<file path="config.mk">
export PLATFORM = sky130hd
export DESIGN_NAME = positional_list_engine_flat
export DESIGN_NICKNAME = d
export VERILOG_FILES = /design/src/sv/ple_pkg.sv /design/src/sv/ple_req_if.sv /design/src/sv/ple_rsp_if.sv /design/src/sv/ple_store.sv /design/src/sv/ple_ctrl.sv /design/src/sv/positional_list_engine.sv /design/src/flat_wrapper.sv
export SDC_FILE = /design/constraint.sdc
export NUM_CORES = 1
export LEC_CHECK = 0
export ABC_CLOCK_PERIOD_IN_PS = 4600
export BUFFER_PORTS_ARGS = -buffer_cell sky130_fd_sc_hd__clkbuf_2
export CAP_MARGIN = 20
export CORE_AREA = 2 2 281 283
export DETAILED_ROUTE_END_ITERATION = 7
export DIE_AREA = 0 0 283 285
export PLACE_DENSITY = 0.55
export SYNTH_ARGS = -nofsm -noshare
export SYNTH_HDL_FRONTEND = slang
export SYNTH_SLANG_ARGS = --single-unit
export TNS_END_PERCENT = 50
</file>
<file path="constraint.sdc">
create_clock -name clk_i -period 4.6 [get_ports clk_i]
set_clock_uncertainty 0.1 [all_clocks]
set_input_delay 0.46 -clock clk_i [delete_from_list [all_inputs] [get_ports clk_i]]
set_output_delay 0.46 -clock clk_i [all_outputs]
set_load 0.05 [all_outputs]
</file>
<file path="src/sv/ple_pkg.sv">
`default_nettype none

package ple_pkg;

  localparam int CAPACITY = 16;
  localparam int DATA_W   = 32;
  localparam int OP_W     = 2;
  localparam int POS_W    = 5;
  localparam int LEN_W    = 5;
  localparam int STATUS_W = 2;

  // Entry index and entry count widths follow from the capacity
  localparam int IDX_W = (CAPACITY > 1) ? $clog2(CAPACITY) : 1;
  localparam int CNT_W = $clog2(CAPACITY + 1);
  // Common width for comparing a request position with the count
  localparam int CMP_W = (CNT_W > POS_W) ? CNT_W : POS_W;

  localparam logic [DATA_W-1:0] ERR_VALUE = {DATA_W{1'b1}};

  typedef enum logic [OP_W-1:0] {
    OP_INSERT = 2'd0,
    OP_DELETE = 2'd1,
    OP_READ   = 2'd2
  } op_e;

  typedef enum logic [STATUS_W-1:0] {
    ST_OK    = 2'd0,
    ST_RANGE = 2'd1,
    ST_EMPTY = 2'd2,
    ST_FULL  = 2'd3
  } status_e;

  // One access to the entry memory: one write and one registered read per cycle
  typedef struct packed {
    logic              we;
    logic [IDX_W-1:0]  waddr;
    logic [DATA_W-1:0] wdata;
    logic [IDX_W-1:0]  raddr;
  } ram_req_t;

endpackage

`default_nettype wire

</file>
<file path="src/sv/ple_req_if.sv">
`default_nettype none

interface ple_req_if import ple_pkg::*; ();

  logic              valid;
  logic              ready;
  logic [OP_W-1:0]   req_type;
  logic [POS_W-1:0]  position;
  logic [DATA_W-1:0] new_value;

  modport source (output valid, req_type, position, new_value, input ready);
  modport sink   (input valid, req_type, position, new_value, output ready);

endinterface

`default_nettype wire

</file>
<file path="src/sv/ple_rsp_if.sv">
`default_nettype none

interface ple_rsp_if import ple_pkg::*; ();

  logic                valid;
  logic                ready;
  logic [STATUS_W-1:0] status;
  logic [DATA_W-1:0]   entry_value;
  logic [LEN_W-1:0]    list_length;

  modport source (output valid, status, entry_value, list_length, input ready);
  modport sink   (input valid, status, entry_value, list_length, output ready);

endinterface

`default_nettype wire

</file>
<file path="src/sv/ple_store.sv">
`default_nettype none

module ple_store import ple_pkg::*; (
  input  wire logic              clk_i,
  input  wire ram_req_t          ram_req_i,
  output logic [DATA_W-1:0]      rdata_o
);

  logic [DATA_W-1:0] mem_q [CAPACITY];
  logic [DATA_W-1:0] rdata_q;

  always_ff @(posedge clk_i) begin
    if (ram_req_i.we) begin
      mem_q[ram_req_i.waddr] <= ram_req_i.wdata;
    end
    rdata_q <= mem_q[ram_req_i.raddr];
  end

  assign rdata_o = rdata_q;

endmodule

`default_nettype wire

</file>
<file path="src/sv/ple_ctrl.sv">
`default_nettype none

module ple_ctrl import ple_pkg::*; (
  input  wire logic         clk_i,
  input  wire logic         rst_ni,
  ple_req_if.sink           req_i,
  ple_rsp_if.source         rsp_o,
  output ram_req_t          ram_req_o,
  input  wire logic [DATA_W-1:0] rdata_i
);

  typedef enum logic [3:0] {
    S_IDLE,
    S_UP,
    S_UP_TAIL,
    S_INS_WR,
    S_DEL_RD,
    S_DN,
    S_DN_TAIL,
    S_RD_WAIT,
    S_FIN
  } state_e;

  state_e            state_q, state_d;
  logic [CNT_W-1:0]  count_q, count_d;
  logic [IDX_W-1:0]  ptr_q, ptr_d;
  logic [IDX_W-1:0]  pos_q, pos_d;
  logic [IDX_W-1:0]  lim_q, lim_d;
  logic [DATA_W-1:0] val_q, val_d;
  logic              mv_q, mv_d;
  logic [IDX_W-1:0]  mv_addr_q, mv_addr_d;
  status_e           res_status_q, res_status_d;
  logic [DATA_W-1:0] res_val_q, res_val_d;
  logic [CNT_W-1:0]  res_len_q, res_len_d;
  logic              out_valid_q, out_valid_d;
  status_e           out_status_q, out_status_d;
  logic [DATA_W-1:0] out_val_q, out_val_d;
  logic [LEN_W-1:0]  out_len_q, out_len_d;

  logic [CMP_W-1:0]  pos_ext;
  logic [CMP_W-1:0]  cnt_ext;
  logic [CMP_W-1:0]  cnt_m1;

  assign pos_ext = CMP_W'(req_i.position);
  assign cnt_ext = CMP_W'(count_q);
  assign cnt_m1  = cnt_ext - CMP_W'(1);

  always_comb begin
    state_d      = state_q;
    count_d      = count_q;
    ptr_d        = ptr_q;
    pos_d        = pos_q;
    lim_d        = lim_q;
    val_d        = val_q;
    mv_d         = 1'b0;
    mv_addr_d    = mv_addr_q;
    res_status_d = res_status_q;
    res_val_d    = res_val_q;
    res_len_d    = res_len_q;
    out_valid_d  = out_valid_q && !rsp_o.ready;
    out_status_d = out_status_q;
    out_val_d    = out_val_q;
    out_len_d    = out_len_q;

    ram_req_o.raddr = ptr_q;
    ram_req_o.we    = mv_q;
    ram_req_o.waddr = mv_addr_q;
    ram_req_o.wdata = rdata_i;

    unique case (state_q)
      S_IDLE: begin
        // Read the addressed entry right away for delete and read
        ram_req_o.raddr = pos_ext[IDX_W-1:0];
        if (req_i.valid) begin
          pos_d        = pos_ext[IDX_W-1:0];
          val_d        = req_i.new_value;
          res_status_d = ST_RANGE;
          res_val_d    = ERR_VALUE;
          state_d      = S_FIN;
          priority if (req_i.req_type == OP_INSERT) begin
            priority if (pos_ext > cnt_ext) begin
              res_status_d = ST_RANGE;
            end else if (cnt_ext >= CMP_W'(CAPACITY)) begin
              res_status_d = ST_FULL;
            end else begin
              res_status_d = ST_OK;
              res_val_d    = '0;
              count_d      = CNT_W'(count_q + 1'b1);
              if (pos_ext == cnt_ext) begin
                state_d = S_INS_WR;
              end else begin
                ptr_d   = cnt_m1[IDX_W-1:0];
                state_d = S_UP;
              end
            end
          end else if (req_i.req_type == OP_DELETE || req_i.req_type == OP_READ) begin
            priority if (count_q == '0) begin
              res_status_d = ST_EMPTY;
            end else if (pos_ext >= cnt_ext) begin
              res_status_d = ST_RANGE;
            end else begin
              res_status_d = ST_OK;
              if (req_i.req_type == OP_READ) begin
                state_d = S_RD_WAIT;
              end else begin
                count_d = CNT_W'(count_q - 1'b1);
                lim_d   = cnt_m1[IDX_W-1:0];
                state_d = S_DEL_RD;
              end
            end
          end else begin
            res_status_d = ST_RANGE;
          end
          res_len_d = count_d;
        end
      end
      S_UP: begin
        // Move entries up by one, from the top down to the insert point
        ram_req_o.raddr = ptr_q;
        mv_d            = 1'b1;
        mv_addr_d       = IDX_W'(ptr_q + 1'b1);
        if (ptr_q == pos_q) begin
          state_d = S_UP_TAIL;
        end else begin
          ptr_d = IDX_W'(ptr_q - 1'b1);
        end
      end
      S_UP_TAIL: begin
        state_d = S_INS_WR;
      end
      S_INS_WR: begin
        ram_req_o.we    = 1'b1;
        ram_req_o.waddr = pos_q;
        ram_req_o.wdata = val_q;
        state_d         = S_FIN;
      end
      S_DEL_RD: begin
        res_val_d = rdata_i;
        if (pos_q == lim_q) begin
          state_d = S_FIN;
        end else begin
          ptr_d   = IDX_W'(pos_q + 1'b1);
          state_d = S_DN;
        end
      end
      S_DN: begin
        // Move entries above the deleted one down by one
        ram_req_o.raddr = ptr_q;
        mv_d            = 1'b1;
        mv_addr_d       = IDX_W'(ptr_q - 1'b1);
        if (ptr_q == lim_q) begin
          state_d = S_DN_TAIL;
        end else begin
          ptr_d = IDX_W'(ptr_q + 1'b1);
        end
      end
      S_DN_TAIL: begin
        state_d = S_FIN;
      end
      S_RD_WAIT: begin
        res_val_d = rdata_i;
        state_d   = S_FIN;
      end
      S_FIN: begin
        if (!out_valid_q || rsp_o.ready) begin
          out_valid_d  = 1'b1;
          out_status_d = res_status_q;
          out_val_d    = res_val_q;
          out_len_d    = LEN_W'(res_len_q);
          state_d      = S_IDLE;
        end
      end
      default: begin
        state_d = S_IDLE;
      end
    endcase
  end

  always_ff @(posedge clk_i or negedge rst_ni) begin
    if (!rst_ni) begin
      state_q      <= S_IDLE;
      count_q      <= '0;
      ptr_q        <= '0;
      pos_q        <= '0;
      lim_q        <= '0;
      val_q        <= '0;
      mv_q         <= 1'b0;
      mv_addr_q    <= '0;
      res_status_q <= ST_OK;
      res_val_q    <= '0;
      res_len_q    <= '0;
      out_valid_q  <= 1'b0;
      out_status_q <= ST_OK;
      out_val_q    <= '0;
      out_len_q    <= '0;
    end else begin
      state_q      <= state_d;
      count_q      <= count_d;
      ptr_q        <= ptr_d;
      pos_q        <= pos_d;
      lim_q        <= lim_d;
      val_q        <= val_d;
      mv_q         <= mv_d;
      mv_addr_q    <= mv_addr_d;
      res_status_q <= res_status_d;
      res_val_q    <= res_val_d;
      res_len_q    <= res_len_d;
      out_valid_q  <= out_valid_d;
      out_status_q <= out_status_d;
      out_val_q    <= out_val_d;
      out_len_q    <= out_len_d;
    end
  end

  assign req_i.ready       = (state_q == S_IDLE);
  assign rsp_o.valid       = out_valid_q;
  assign rsp_o.status      = out_status_q;
  assign rsp_o.entry_value = out_val_q;
  assign rsp_o.list_length = out_len_q;

endmodule

`default_nettype wire

</file>
<file path="src/sv/positional_list_engine.sv">
`default_nettype none

// Channel  Dir  Fields                                   Transfer
// req_i    in   req_type[1:0] position[4:0] new_value    valid && ready
// rsp_o    out  status[1:0] entry_value list_length[4:0] valid && ready
//
// Insert and delete move the entries between the position and the end
// of the list; read, any error, insert at the end and delete of the last
// entry need no moves.
// The moves go one entry a cycle through the single write port of the
// entry memory; ready is high only while no request is in progress.
// Reset clears the entry count and the control state; entry memory
// contents are not cleared, since no read reaches an unwritten entry.
// A stalled response holds in the output register; the next request is
// taken meanwhile and waits at its end for the register to free up.
module positional_list_engine import ple_pkg::*; (
  input  wire logic clk_i,
  input  wire logic rst_ni,
  ple_req_if.sink   req_i,
  ple_rsp_if.source rsp_o
);

  ram_req_t          ram_req;
  logic [DATA_W-1:0] ram_rdata;

  // Sequencer: decode, move entries, format the response
  ple_ctrl u_ctrl (
    .clk_i     (clk_i),
    .rst_ni    (rst_ni),
    .req_i     (req_i),
    .rsp_o     (rsp_o),
    .ram_req_o (ram_req),
    .rdata_i   (ram_rdata)
  );

  // Entry memory: one write, one registered read per cycle
  ple_store u_store (
    .clk_i     (clk_i),
    .ram_req_i (ram_req),
    .rdata_o   (ram_rdata)
  );

`ifndef SYNTHESIS
  // One request at a time: a transfer drops ready in the next cycle
  a_one_in_flight: assert property (@(posedge clk_i) disable iff (!rst_ni)
    (req_i.valid && req_i.ready) |=> !req_i.ready)
    else $error("request taken while another is in progress");

  // Any error returns the error value
  a_err_value: assert property (@(posedge clk_i) disable iff (!rst_ni)
    (rsp_o.valid && rsp_o.status != ST_OK) |-> rsp_o.entry_value == ERR_VALUE)
    else $error("error response without error value");

  // Reported length never exceeds capacity
  a_len_bound: assert property (@(posedge clk_i) disable iff (!rst_ni)
    rsp_o.valid |-> (rsp_o.list_length <= LEN_W'(CAPACITY)))
    else $error("list length above capacity");
`endif

endmodule

`default_nettype wire
</file>
<file path="src/flat_wrapper.sv">
// flat-port wrapper written by rule: the top's interface ports become plain ports
module positional_list_engine_flat import ple_pkg::*;
  (clk_i, rst_ni, req_i_valid, req_i_req_type, req_i_position, req_i_new_value, req_i_ready, rsp_o_valid, rsp_o_status, rsp_o_entry_value, rsp_o_list_length, rsp_o_ready);
  ple_req_if req_i_i ();
  ple_rsp_if rsp_o_i ();
  input  wire logic clk_i;
  input  wire logic rst_ni;
  input wire logic [$bits(req_i_i.valid)-1:0] req_i_valid;
  input wire logic [$bits(req_i_i.req_type)-1:0] req_i_req_type;
  input wire logic [$bits(req_i_i.position)-1:0] req_i_position;
  input wire logic [$bits(req_i_i.new_value)-1:0] req_i_new_value;
  output wire logic [$bits(req_i_i.ready)-1:0] req_i_ready;
  output wire logic [$bits(rsp_o_i.valid)-1:0] rsp_o_valid;
  output wire logic [$bits(rsp_o_i.status)-1:0] rsp_o_status;
  output wire logic [$bits(rsp_o_i.entry_value)-1:0] rsp_o_entry_value;
  output wire logic [$bits(rsp_o_i.list_length)-1:0] rsp_o_list_length;
  input wire logic [$bits(rsp_o_i.ready)-1:0] rsp_o_ready;
  assign req_i_i.valid = req_i_valid;
  assign req_i_i.req_type = req_i_req_type;
  assign req_i_i.position = req_i_position;
  assign req_i_i.new_value = req_i_new_value;
  assign req_i_ready = req_i_i.ready;
  assign rsp_o_valid = rsp_o_i.valid;
  assign rsp_o_status = rsp_o_i.status;
  assign rsp_o_entry_value = rsp_o_i.entry_value;
  assign rsp_o_list_length = rsp_o_i.list_length;
  assign rsp_o_i.ready = rsp_o_ready;
  positional_list_engine u_core (.clk_i(clk_i), .rst_ni(rst_ni), .req_i(req_i_i), .rsp_o(rsp_o_i));
endmodule
</file>
==> flow_summary_export.csv, run 1 <==
group,metric,value,unit
run_status,status,"finished, final reports clean",
synth,ys.flop_type,"edfxtp_1",
setup_path,max_stage_delay,720,ps
pwr,power,23.5,mW
finish,diodes,0,
timing,setup_viol,0,
setup_path,cp-end-kind,"flop",
detailed_routing,dr.pass1.iters,6,
hold_path,hold_path_class,"input port to flop",
detailed_routing,wl_per_cell,23.4,um
synth,synth_cells,1754,
setup_path,crit_fanout,86,
setup_path,ff2ff_path_depth,7,
hold_path,whs_endpoint,"u_core.u_ctrl.pos_q[2]",
die,start_util,34.6,%
die,io-pin-count,84,
global_routing,first_global_vias,15800,
synth,syn_avg_cell_area,15.4,um2
setup_path,path_class,"flop to flop",
pwr,leakagePower,11.1,nW
clocking,cts_buffers,74,
synth,synth-seq-cells,676,
clocking,cts-root-buf,"clkbuf_16",
global_routing,antenna_found_initial,1,
synth,yosysMostFrequentCell,"edfxtp_1",
synth,synth.area.top_cells,"edfxtp_1 (57%), dfrtp_1 (12%), mux2i_1 (5.0%), mux2_2 (4.5%), nand2_1 (4.0%)",
clocking,cts_setup_buffers,0,
synth,synth-seq-area-share,71.7,%
setup_path,reg2reg_from,"u_core.u_ctrl.state_q[0]",
setup_path,crit_arrival,4030,ps
pwr,peakVddDrop,661,uV
global_routing,grt_max_degree,99,
detailed_routing,ant_nets,0,
clocking,postCtsHoldBufs,33,
clocking,numClockSinks,676,
synth,yosys.area.top_type_share,57.1,%
timing,max_slew_margin,28.4,%
synth,syn_nets,1811,
synth,ys_top_cells_by_count,"edfxtp_1 (512), nand2_1 (288), mux2i_1 (135)",
clocking,clk_path_buf_depth,3,
global_routing,grt_usage,17.4,%
hold_path,min_from,"req_i_position[2]",
detailed_routing,drtIter0Drc,1247,
die,die_area,0.0807,mm2
detailed_routing,routed_wl,70.2,mm
finish,area_growth,17.1,%
die,core,0.0780,mm2
clocking,worstSkewPairLatency,620,ps
finish,drive_gt1_share,21.5,%
place,hpwl,42.8,mm
setup_path,crit_chain,"nor4_2, mux2_8, buf_12, nand2_1, a32o_1, a221oi_1, o2111a_1",
place,port_buffers,83,
setup_path,rrSetupSlack,1030,ps
die,die-width,283,um
timing,tightest_slew,1070,ps
timing,slew_viol_final,0,
hold_path,worstHoldPathCells,2,
timing,rsz0062_at_grt,"no",
synth,synth.cell_area,0.0269,mm2
die,num_rows,103,
setup_path,startpoint_type,"flop",
global_routing,overflow,0,
setup_path,slowest_stage,"mux2_8",
synth,yosys.area.top_type,"edfxtp_1",
timing,hold_violations,0,
timing,max_freq,280,MHz
clocking,cts.clk_slew.worst_paths,60,ps
job,max_cap_viol_count,0,
clocking,cts_tree,"yes",
synth,async_flop_share,19.5,%
synth,synth_edf_count,512,
clocking,htreeDepth,3,
setup_path,timing.rr.end,"u_core.u_store.rdata_o[3]",
pwr,powerDensity,744,mW/mm2
global_routing,grt_pass1_wl,105,mm
timing,post-route-min-period,3570,ps
detailed_routing,via_per_inst,5.19,
finish,num-nets-final,1948,
synth,synth_warnings,0,
detailed_routing,drc,0,
timing,fin_tns_setup,0,ps
timing,min_period_over_period,77.5,%
die,die_h,285,um
place,gp_congestion,0.826,
clocking,cts_resized,0,
detailed_routing,vias,15600,
synth,synth.distinct_cells,58,
setup_path,cp.required,5070,ps
==> stage by stage <==
stage          utilization [%]  hold slack [ps]  instance area, um2  std cells  setup WS [ps]
2_1_floorplan                -             64.4               26900       1754            956
3_3_place_gp              37.0              368               28900       2831            796
3_5_place_dp              37.0              378               28900       2832           1020
4_1_cts                   40.5             83.1               31600       3003           1020
5_1_grt                   40.5             97.5               31600       3003            839
6_report                  40.5              121               31600       3003           1030
==> routing by layer <==
layer	track usage [%]	wire length, um	vias up
met5	0	0	-
met4	7.07	2690	0
met3	2.95	3850	129
met2	28.1	33000	477
met1	23.4	30600	7953
li1	-	-	7018
==> layout make-up <==
cell class                 instances  area (um2)
multi-input combinational        953        7290
clock buffer                     105        2120
inverter                          19        71.3
tap                             1050        1310
clock inverter                    33         229
fill                            7112       46400
timing repair buffer             167        1200
sequential                       676       19300
==> cells in the final DEF (no fill, tap or decap), drive strengths merged, types with 12 or more instances in the layout <==
cell type and instances:
a221o 33, a221oi 33, a32o 32, a32oi 33
buf 52, clkbuf 187, clkinv 23, dfrtp 132
dfxtp 32, dlygate4sd3 33, edfxtp 512, ha 14
inv 25, mux2 110, mux2i 137, nand2 288
nand3 74, nor2 42, nor3 12, o2111a 32
o21ai 17, xnor2 13
==> logic make-up after synthesis <==
group	after synthesis	share of synthesized area, %
adder cells (fa/ha/maj)	14	0.650
multiplexers	247	9.73
XOR/XNOR	24	0.780
AO/OA/AOI/OAI	221	7.84
AND/OR/NAND/NOR	447	7.10
buffers and inverters	125	2.19
flip-flops	676	71.7
==> worst max-delay path by stage <==
stage                        startpoint                     endpoint  slack [ps]
5_1_grt        u_core.u_ctrl.state_q[0]    u_core.u_store.rdata_o[3]         840
4_1_cts        u_core.u_ctrl.state_q[0]   u_core.u_store.rdata_o[18]        1020
2_1_floorplan  u_core.u_ctrl.state_q[1]   u_core.u_store.mem_q[0][0]         960
3_5_place_dp   u_core.u_ctrl.state_q[0]   u_core.u_store.rdata_o[18]        1020
3_3_place_gp   u_core.u_ctrl.state_q[0]  u_core.u_store.mem_q[15][4]         800
6_report       u_core.u_ctrl.state_q[0]    u_core.u_store.rdata_o[3]        1030
==> power breakdown <==
group / switching (mW) / leakage, nW / internal, mW
Sequential: 0.700 / 6.41 / 8.24
Clock: 2.40 / 1.15 / 3.29
Combinational: 5.75 / 3.57 / 3.09
==> registers in the layout, indices dropped and copies added (netlist names) <==
signal	count
u_core.u_ctrl.res_val_q	32
u_core.u_ctrl.mv_addr_q	4
u_core.u_ctrl.rsp_o.status	2
u_core.u_ctrl.val_q	32
u_core.u_ctrl.rsp_o.list_length	5
u_core.u_ctrl.res_len_q	5
u_core.u_ctrl.rsp_o.valid	1
u_core.u_store.mem_q	512
u_core.u_ctrl.lim_q	4
u_core.u_ctrl.pos_q	4
u_core.u_ctrl.mv_q	1
u_core.u_ctrl.rsp_o.entry_value	32
u_core.u_ctrl.ptr_q	4
u_core.u_store.rdata_o	32
u_core.u_ctrl.state_q	4
u_core.u_ctrl.res_status_q	2
==> worst max-delay path, delay by kind of cell, from the launching register on <==
kind	cells	cell delay, ps
AO/OA/AOI/OAI	3	850
buffers and inverters	1	480
flip-flops	1	520
multiplexers	1	720
AND/OR/NAND/NOR	2	580
Power figures use the tool's default switching activity.
==> run 2, diff against run 1 <==
--- a/config.mk
+++ b/config.mk
@@ -5,13 +5,13 @@
 export SDC_FILE = /design/constraint.sdc
 export NUM_CORES = 1
 export LEC_CHECK = 0
-export ABC_CLOCK_PERIOD_IN_PS = 4600
+export ABC_CLOCK_PERIOD_IN_PS = 3200
 export BUFFER_PORTS_ARGS = -buffer_cell sky130_fd_sc_hd__clkbuf_2
 export CAP_MARGIN = 20
 export CORE_AREA = 2 2 281 283
 export DETAILED_ROUTE_END_ITERATION = 7
 export DIE_AREA = 0 0 283 285
-export PLACE_DENSITY = 0.55
+export PLACE_DENSITY = 0.56
 export SYNTH_ARGS = -nofsm -noshare
 export SYNTH_HDL_FRONTEND = slang
 export SYNTH_SLANG_ARGS = --single-unit
==> constraint.sdc (replaced) <==
create_clock -name clk_i -period 3.2 [get_ports clk_i]
set_clock_uncertainty 0.1 [all_clocks]
set_input_delay 0.32 -clock clk_i [delete_from_list [all_inputs] [get_ports clk_i]]
set_output_delay 0.32 -clock clk_i [all_outputs]
set_load 0.05 [all_outputs]
==> run 2 against run 1 <==
Critical endpoint is now u_core.u_store.rdata_o[29]. Via count increased by 1.3%. Die area stayed put. Count of clock-buffer cells in the layout fell by 6. Hold slack got worse by 97 ps. Power increased by 45%.
==> flow_summary_export.csv, run 2 (synthesis gave the netlist of run 1 again) <==
group,metric,value,unit
die,die-width,283,um
timing,rsz0062_at_grt,"no",
pwr,powerDensity,1060,mW/mm2
die,num_rows,103,
global_routing,grt_usage,17.1,%
clocking,cts_resized,0,
setup_path,cp-startpoint,"u_core.u_ctrl.state_q[0]",
hold_path,hold_path_class,"input port to flop",
finish,stdcell_count,3026,
setup_path,ff2ff_path_depth,7,
die,start_util,34.6,%
detailed_routing,ant_nets,0,
setup_path,reg2reg_from,"u_core.u_ctrl.state_q[0]",
clocking,numClockSinks,676,
clocking,clk_path_buf_depth,3,
detailed_routing,drtIter0Drc,1183,
die,io-pin-count,84,
finish,largest_register_ffs,512,
finish,area.sequential,0.0193,mm2
clocking,cts-root-buf,"clkbuf_16",
place,port_buffers,83,
pwr,power,34.1,mW
setup_path,crit_fanout,16,
clocking,htreeDepth,3,
hold_path,min_from,"rsp_o_ready",
pwr,leakagePower,11.4,nW
timing,slew_viol_final,0,
setup_path,startpoint_type,"flop",
setup_path,slowest_stage,"nor3_4",
finish,area_growth,19.1,%
finish,fin_area,0.0321,mm2
finish,largest_register,"u_core.u_store.mem_q",
setup_path,path_delay_family,"simple AND/OR/NAND/NOR gates",
clocking,cts_tree,"yes",
die,core,0.0780,mm2
timing,min_period_over_period,94.6,%
detailed_routing,wl_per_cell,22.9,um
setup_path,crit_buf_inv,2,
setup_path,cp.required,3590,ps
clocking,cts.clk_slew.worst_paths,60,ps
timing,tightest_slew,1080,ps
global_routing,grt_pass1_wl,104,mm
timing,max_freq,330,MHz
setup_path,max_stage_delay,880,ps
detailed_routing,via_per_inst,5.21,
setup_path,crit_chain,"nor4_2, buf_4, mux2_8, nor3_4, buf_4, a32oi_1, o2111a_1",
global_routing,overflow,0,
finish,multi_input_area,0.00729,mm2
setup_path,cp-end-kind,"flop",
detailed_routing,dr.pass1.iters,8,
finish,drive_gt1_share,22.4,%
job,max_cap_viol_count,0,
run_status,status,"finished, final reports clean",
place,hpwl,40.1,mm
clocking,cts_buffers,70,
clocking,worstSkewPairLatency,610,ps
place,gp_congestion,0.840,
detailed_routing,vias,15800,
detailed_routing,routed_wl,69.4,mm
die,die_h,285,um
detailed_routing,drc,0,
finish,layout_commonest_cell,"edfxtp_1",
place,dp.cells,2863,
timing,max_slew_margin,27.8,%
setup_path,worst-path-stages,7,
global_routing,antenna_found_initial,0,
setup_path,path_class,"flop to flop",
die,die_area,0.0807,mm2
timing,hold_violations,0,
setup_path,crit_arrival,3410,ps
hold_path,worstHoldPathCells,3,
finish,diodes,0,
timing,setup_viol,0,
timing,fin_tns_setup,0,ps
finish,num-nets-final,1978,
finish,n_fill_cell,7054,
timing,post-route-min-period,3030,ps
global_routing,first_global_vias,16000,
global_routing,grt_max_degree,71,
place,dpl_cell_area,0.0294,mm2
setup_path,cpMostUsedCell,"buf_4",
pwr,peakVddDrop,545,uV
finish,layout_common_cells,"edfxtp_1 (512), nand2_1 (287), mux2i_1 (133)",
run 2: changes by cell type in the layout (fill, tap and decap cells not counted), sizes merged:
cell         before  now
buf              52   83
bufinv            1    7
clkbuf          187  181
clkinv           23   19
clkinvlp          3    0
dlygate4sd3      33   36
inv              25   21
run 2: worst min-delay path, cell delays in order:
cell	delay, ps
clkbuf_2	70
nand2b_1	220
nand2_1	80
run 2: through the flow:
stage / util [%] / worst slack, ps / hold slack [ps]
2_1_floorplan: - / -444 / -75.6
3_3_place_gp: 37.7 / 195 / 307
3_5_place_dp: 37.7 / 207 / 317
4_1_cts: 41.2 / 181 / 8.79
5_1_grt: 41.2 / 37.3 / 52.9
6_report: 41.2 / 172 / 24.1
run 2: final cells by class:
type	count	share of cell area [%]
Inverter	19	0.222
Clock buffer	99	6.14
Tap cell	1050	4.09
Clock inverter	28	1.05
Sequential cell	676	60.2
Multi-Input combinational cell	953	22.7
Timing Repair Buffer	201	5.56
run 2: timing repair:
| action | in CTS | in global routing |
|---|---|---|
| endpoints found under the setup margin | 0 | 0 |
| setup buffers | 0 | 0 |
| hold endpoints to repair | 103 | 0 |
| hold buffers | 36 | 0 |
run 2: path summary, 6_finish.rpt:
path	endpoint	slack, ps
worst max-delay path	u_core.u_store.rdata_o[29]	170
worst min-delay path	u_core.u_ctrl.rsp_o.valid	20
worst max register to register	u_core.u_store.rdata_o[29]	170
worst min register to register	u_core.u_ctrl.rsp_o.list_length[1]	390
max in group asynchronous	u_core.u_ctrl.res_val_q[17]	2000
min in group asynchronous	u_core.u_ctrl.ptr_q[3]	230
run 2: where the power goes:
group          leakage [nW]  internal [mW]  total (mW)  switching, mW
Clock                  1.14           4.88        8.21           3.34
Sequential             6.41           11.8        12.8          0.936
Combinational          3.84           4.97        13.1           8.13
run 2: metal layers:
layer  part of all wire (%)  track usage, %
met1                     44            22.6
met2                     49            28.9
met3                    4.5            2.43
met4                    2.4            5.69
met5                      0               0
==> run 3, diff against run 2 <==
--- a/config.mk
+++ b/config.mk
@@ -9,9 +9,11 @@
 export BUFFER_PORTS_ARGS = -buffer_cell sky130_fd_sc_hd__clkbuf_2
 export CAP_MARGIN = 20
 export CORE_AREA = 2 2 281 283
+export CTS_BUF_LIST = sky130_fd_sc_hd__clkbuf_8 sky130_fd_sc_hd__clkbuf_16
 export DETAILED_ROUTE_END_ITERATION = 7
 export DIE_AREA = 0 0 283 285
-export PLACE_DENSITY = 0.56
+export HOLD_SLACK_MARGIN = 0.15
+export PLACE_DENSITY = 0.5
 export SYNTH_ARGS = -nofsm -noshare
 export SYNTH_HDL_FRONTEND = slang
 export SYNTH_SLANG_ARGS = --single-unit
==> run 3 against run 2 <==
Power increased by 1.0%. Non-clock buffer count increased by 28. Sequential power about the same. Global-route usage increased by 0.89 points. Via count increased by 0.35%. Highest routed layer unchanged. Setup slack improved by 130 ps.
==> flow_summary_export.csv, run 3 (synthesis gave the netlist of run 1 again) <==
group,metric,value,unit
timing,min_period_over_period,90.7,%
timing,max_freq,345,MHz
finish,fin_area,0.0324,mm2
clocking,cts.clk_slew.worst_paths,60,ps
finish,area_growth,20.2,%
setup_path,rrSetupSlack,300,ps
finish,layout_commonest_cell,"edfxtp_1",
finish,largest_register,"u_core.u_store.mem_q",
pwr,powerDensity,1060,mW/mm2
setup_path,cpMostUsedCell,"buf_12",
timing,setup_viol,0,
clocking,numClockSinks,676,
clocking,cts_tree,"yes",
setup_path,slowest_stage,"mux2i_4",
place,gp_congestion,0.795,
clocking,cts_buffers,75,
timing,rsz0062_at_grt,"no",
detailed_routing,drc,0,
run_status,status,"finished, final reports clean",
finish,n_fill_cell,7052,
timing,max_slew_margin,27.0,%
place,port_buffers,83,
setup_path,startpoint_type,"flop",
setup_path,cp.required,3650,ps
finish,diodes,0,
setup_path,crit_buf_inv,2,
clocking,worstSkewPairLatency,620,ps
die,die_h,285,um
global_routing,first_global_vias,16000,
detailed_routing,drtIter0Drc,1187,
setup_path,cp-end-kind,"flop",
detailed_routing,ant_nets,0,
clocking,clk_path_buf_depth,3,
setup_path,crit_fanout,18,
clocking,htreeDepth,3,
finish,drive_gt1_share,23.4,%
place,dpl_cell_area,0.0296,mm2
timing,post-route-min-period,2900,ps
hold_path,hold_path_class,"input port to flop",
global_routing,antenna_found_initial,0,
setup_path,reg2reg_from,"u_core.u_ctrl.state_q[0]",
timing,hold_violations,0,
detailed_routing,vias,15800,
global_routing,grt_pass1_wl,108,mm
detailed_routing,wl_per_cell,23.8,um
place,dp.cells,2884,
setup_path,timing.rr.end,"u_core.u_store.rdata_o[3]",
setup_path,path_class,"flop to flop",
die,start_util,34.6,%
setup_path,ff2ff_path_depth,7,
detailed_routing,dr.pass1.iters,8,
setup_path,path_delay_family,"simple AND/OR/NAND/NOR gates",
pwr,leakagePower,11.7,nW
global_routing,grt_max_degree,59,
die,io-pin-count,84,
finish,stdcell_count,3064,
detailed_routing,via_per_inst,5.17,
detailed_routing,routed_wl,73.0,mm
place,hpwl,44.1,mm
setup_path,max_stage_delay,590,ps
die,num_rows,103,
clocking,cts-root-buf,"clkbuf_16",
job,max_cap_viol_count,0,
global_routing,grt_usage,18.0,%
finish,num-nets-final,2011,
setup_path,crit_chain,"nor4_2, buf_12, mux2i_4, nor2_4, buf_12, a221oi_1, o2111a_1",
pwr,peakVddDrop,461,uV
hold_path,worstHoldPathCells,7,
die,die_area,0.0807,mm2
finish,layout_common_cells,"edfxtp_1 (512), nand2_1 (287), mux2i_1 (133)",
hold_path,min_from,"req_i_position[4]",
finish,largest_register_ffs,512,
hold_path,whs_endpoint,"u_core.u_ctrl.state_q[0]",
timing,slew_viol_final,0,
timing,fin_tns_setup,0,ps
global_routing,overflow,0,
die,core,0.0780,mm2
timing,tightest_slew,1090,ps
setup_path,crit_arrival,3350,ps
die,die-width,283,um
run 3: through the flow:
step | hold slack (ps) | utilization (%) | total power [mW] | setup slack, ps
6_report | 351 | 41.5 | 34.4 | 298
5_1_grt | 364 | 41.5 | 36.1 | 2.80
3_5_place_dp | 213 | 37.9 | 26.5 | 294
3_3_place_gp | 206 | 37.9 | 26.3 | 259
4_1_cts | 312 | 41.5 | 34.8 | 266
2_1_floorplan | -75.6 | - | 21.5 | -444
run 3: repair_timing:
item / in CTS / in global routing
buffers inserted: 0 / 0
hold buffers: 43 / 0
endpoints found under the hold margin: 174 / 0
gates resized for setup: 0 / 0
run 3: routing by layer:
layer / vias to the layer above / part of all wire [%] / GRT usage, % / wire length (um)
li1: 7151 / - / - / -
met1: 8183 / 45 / 24.3 / 32900
met2: 399 / 49 / 30.4 / 35600
met3: 101 / 4.1 / 2.66 / 2990
met4: 0 / 2.1 / 4.63 / 1550
met5: - / 0 / 0 / 0
run 3: area by class of cell:
class	count	area, um2	area share (%)
Clock buffer	88	2090	6.45
Tap cell	1050	1310	4.06
Sequential cell	676	19300	59.7
Inverter	19	71.3	0.220
Timing Repair Buffer	229	2010	6.21
Clock inverter	49	274	0.846
Multi-Input combinational cell	953	7290	22.5
run 3: how the worst max path moves through the flow:
| stage | startpoint | end | slack (ps) | depth (start not counted) |
|---|---|---|---|---|
| after floorplan | u_core.u_ctrl.state_q[1] | u_core.u_store.mem_q[0][0] | -440 | 7 |
| after global placement | u_core.u_ctrl.state_q[0] | u_core.u_store.rdata_o[3] | 260 | 7 |
| after detailed placement | u_core.u_ctrl.state_q[0] | u_core.u_store.rdata_o[3] | 290 | 7 |
| after CTS | u_core.u_ctrl.state_q[0] | u_core.u_store.rdata_o[3] | 270 | 7 |
| after global routing | u_core.u_ctrl.res_len_q[2] | u_core.u_ctrl.res_len_q[2] | 3 | 8 |
| final | u_core.u_ctrl.state_q[0] | u_core.u_store.rdata_o[3] | 300 | 7 |
run 3: worst register-to-register path, delay by kind of cell, from the launching register on:
| family | cells | cell delay (ps) |
|---|---|---|
| AOI/OAI and AO/OA | 2 | 620 |
| DFF | 1 | 390 |
| and+or+nand+nor | 2 | 660 |
| buffers and inverters | 2 | 480 |
| muxes | 1 | 600 |
run 3: power by group:
part / internal, mW / leakage [nW] / switching [mW]
sequential: 11.8 / 6.41 / 0.986
clock: 4.79 / 1.26 / 3.44
combinational: 5.09 / 3.98 / 8.30
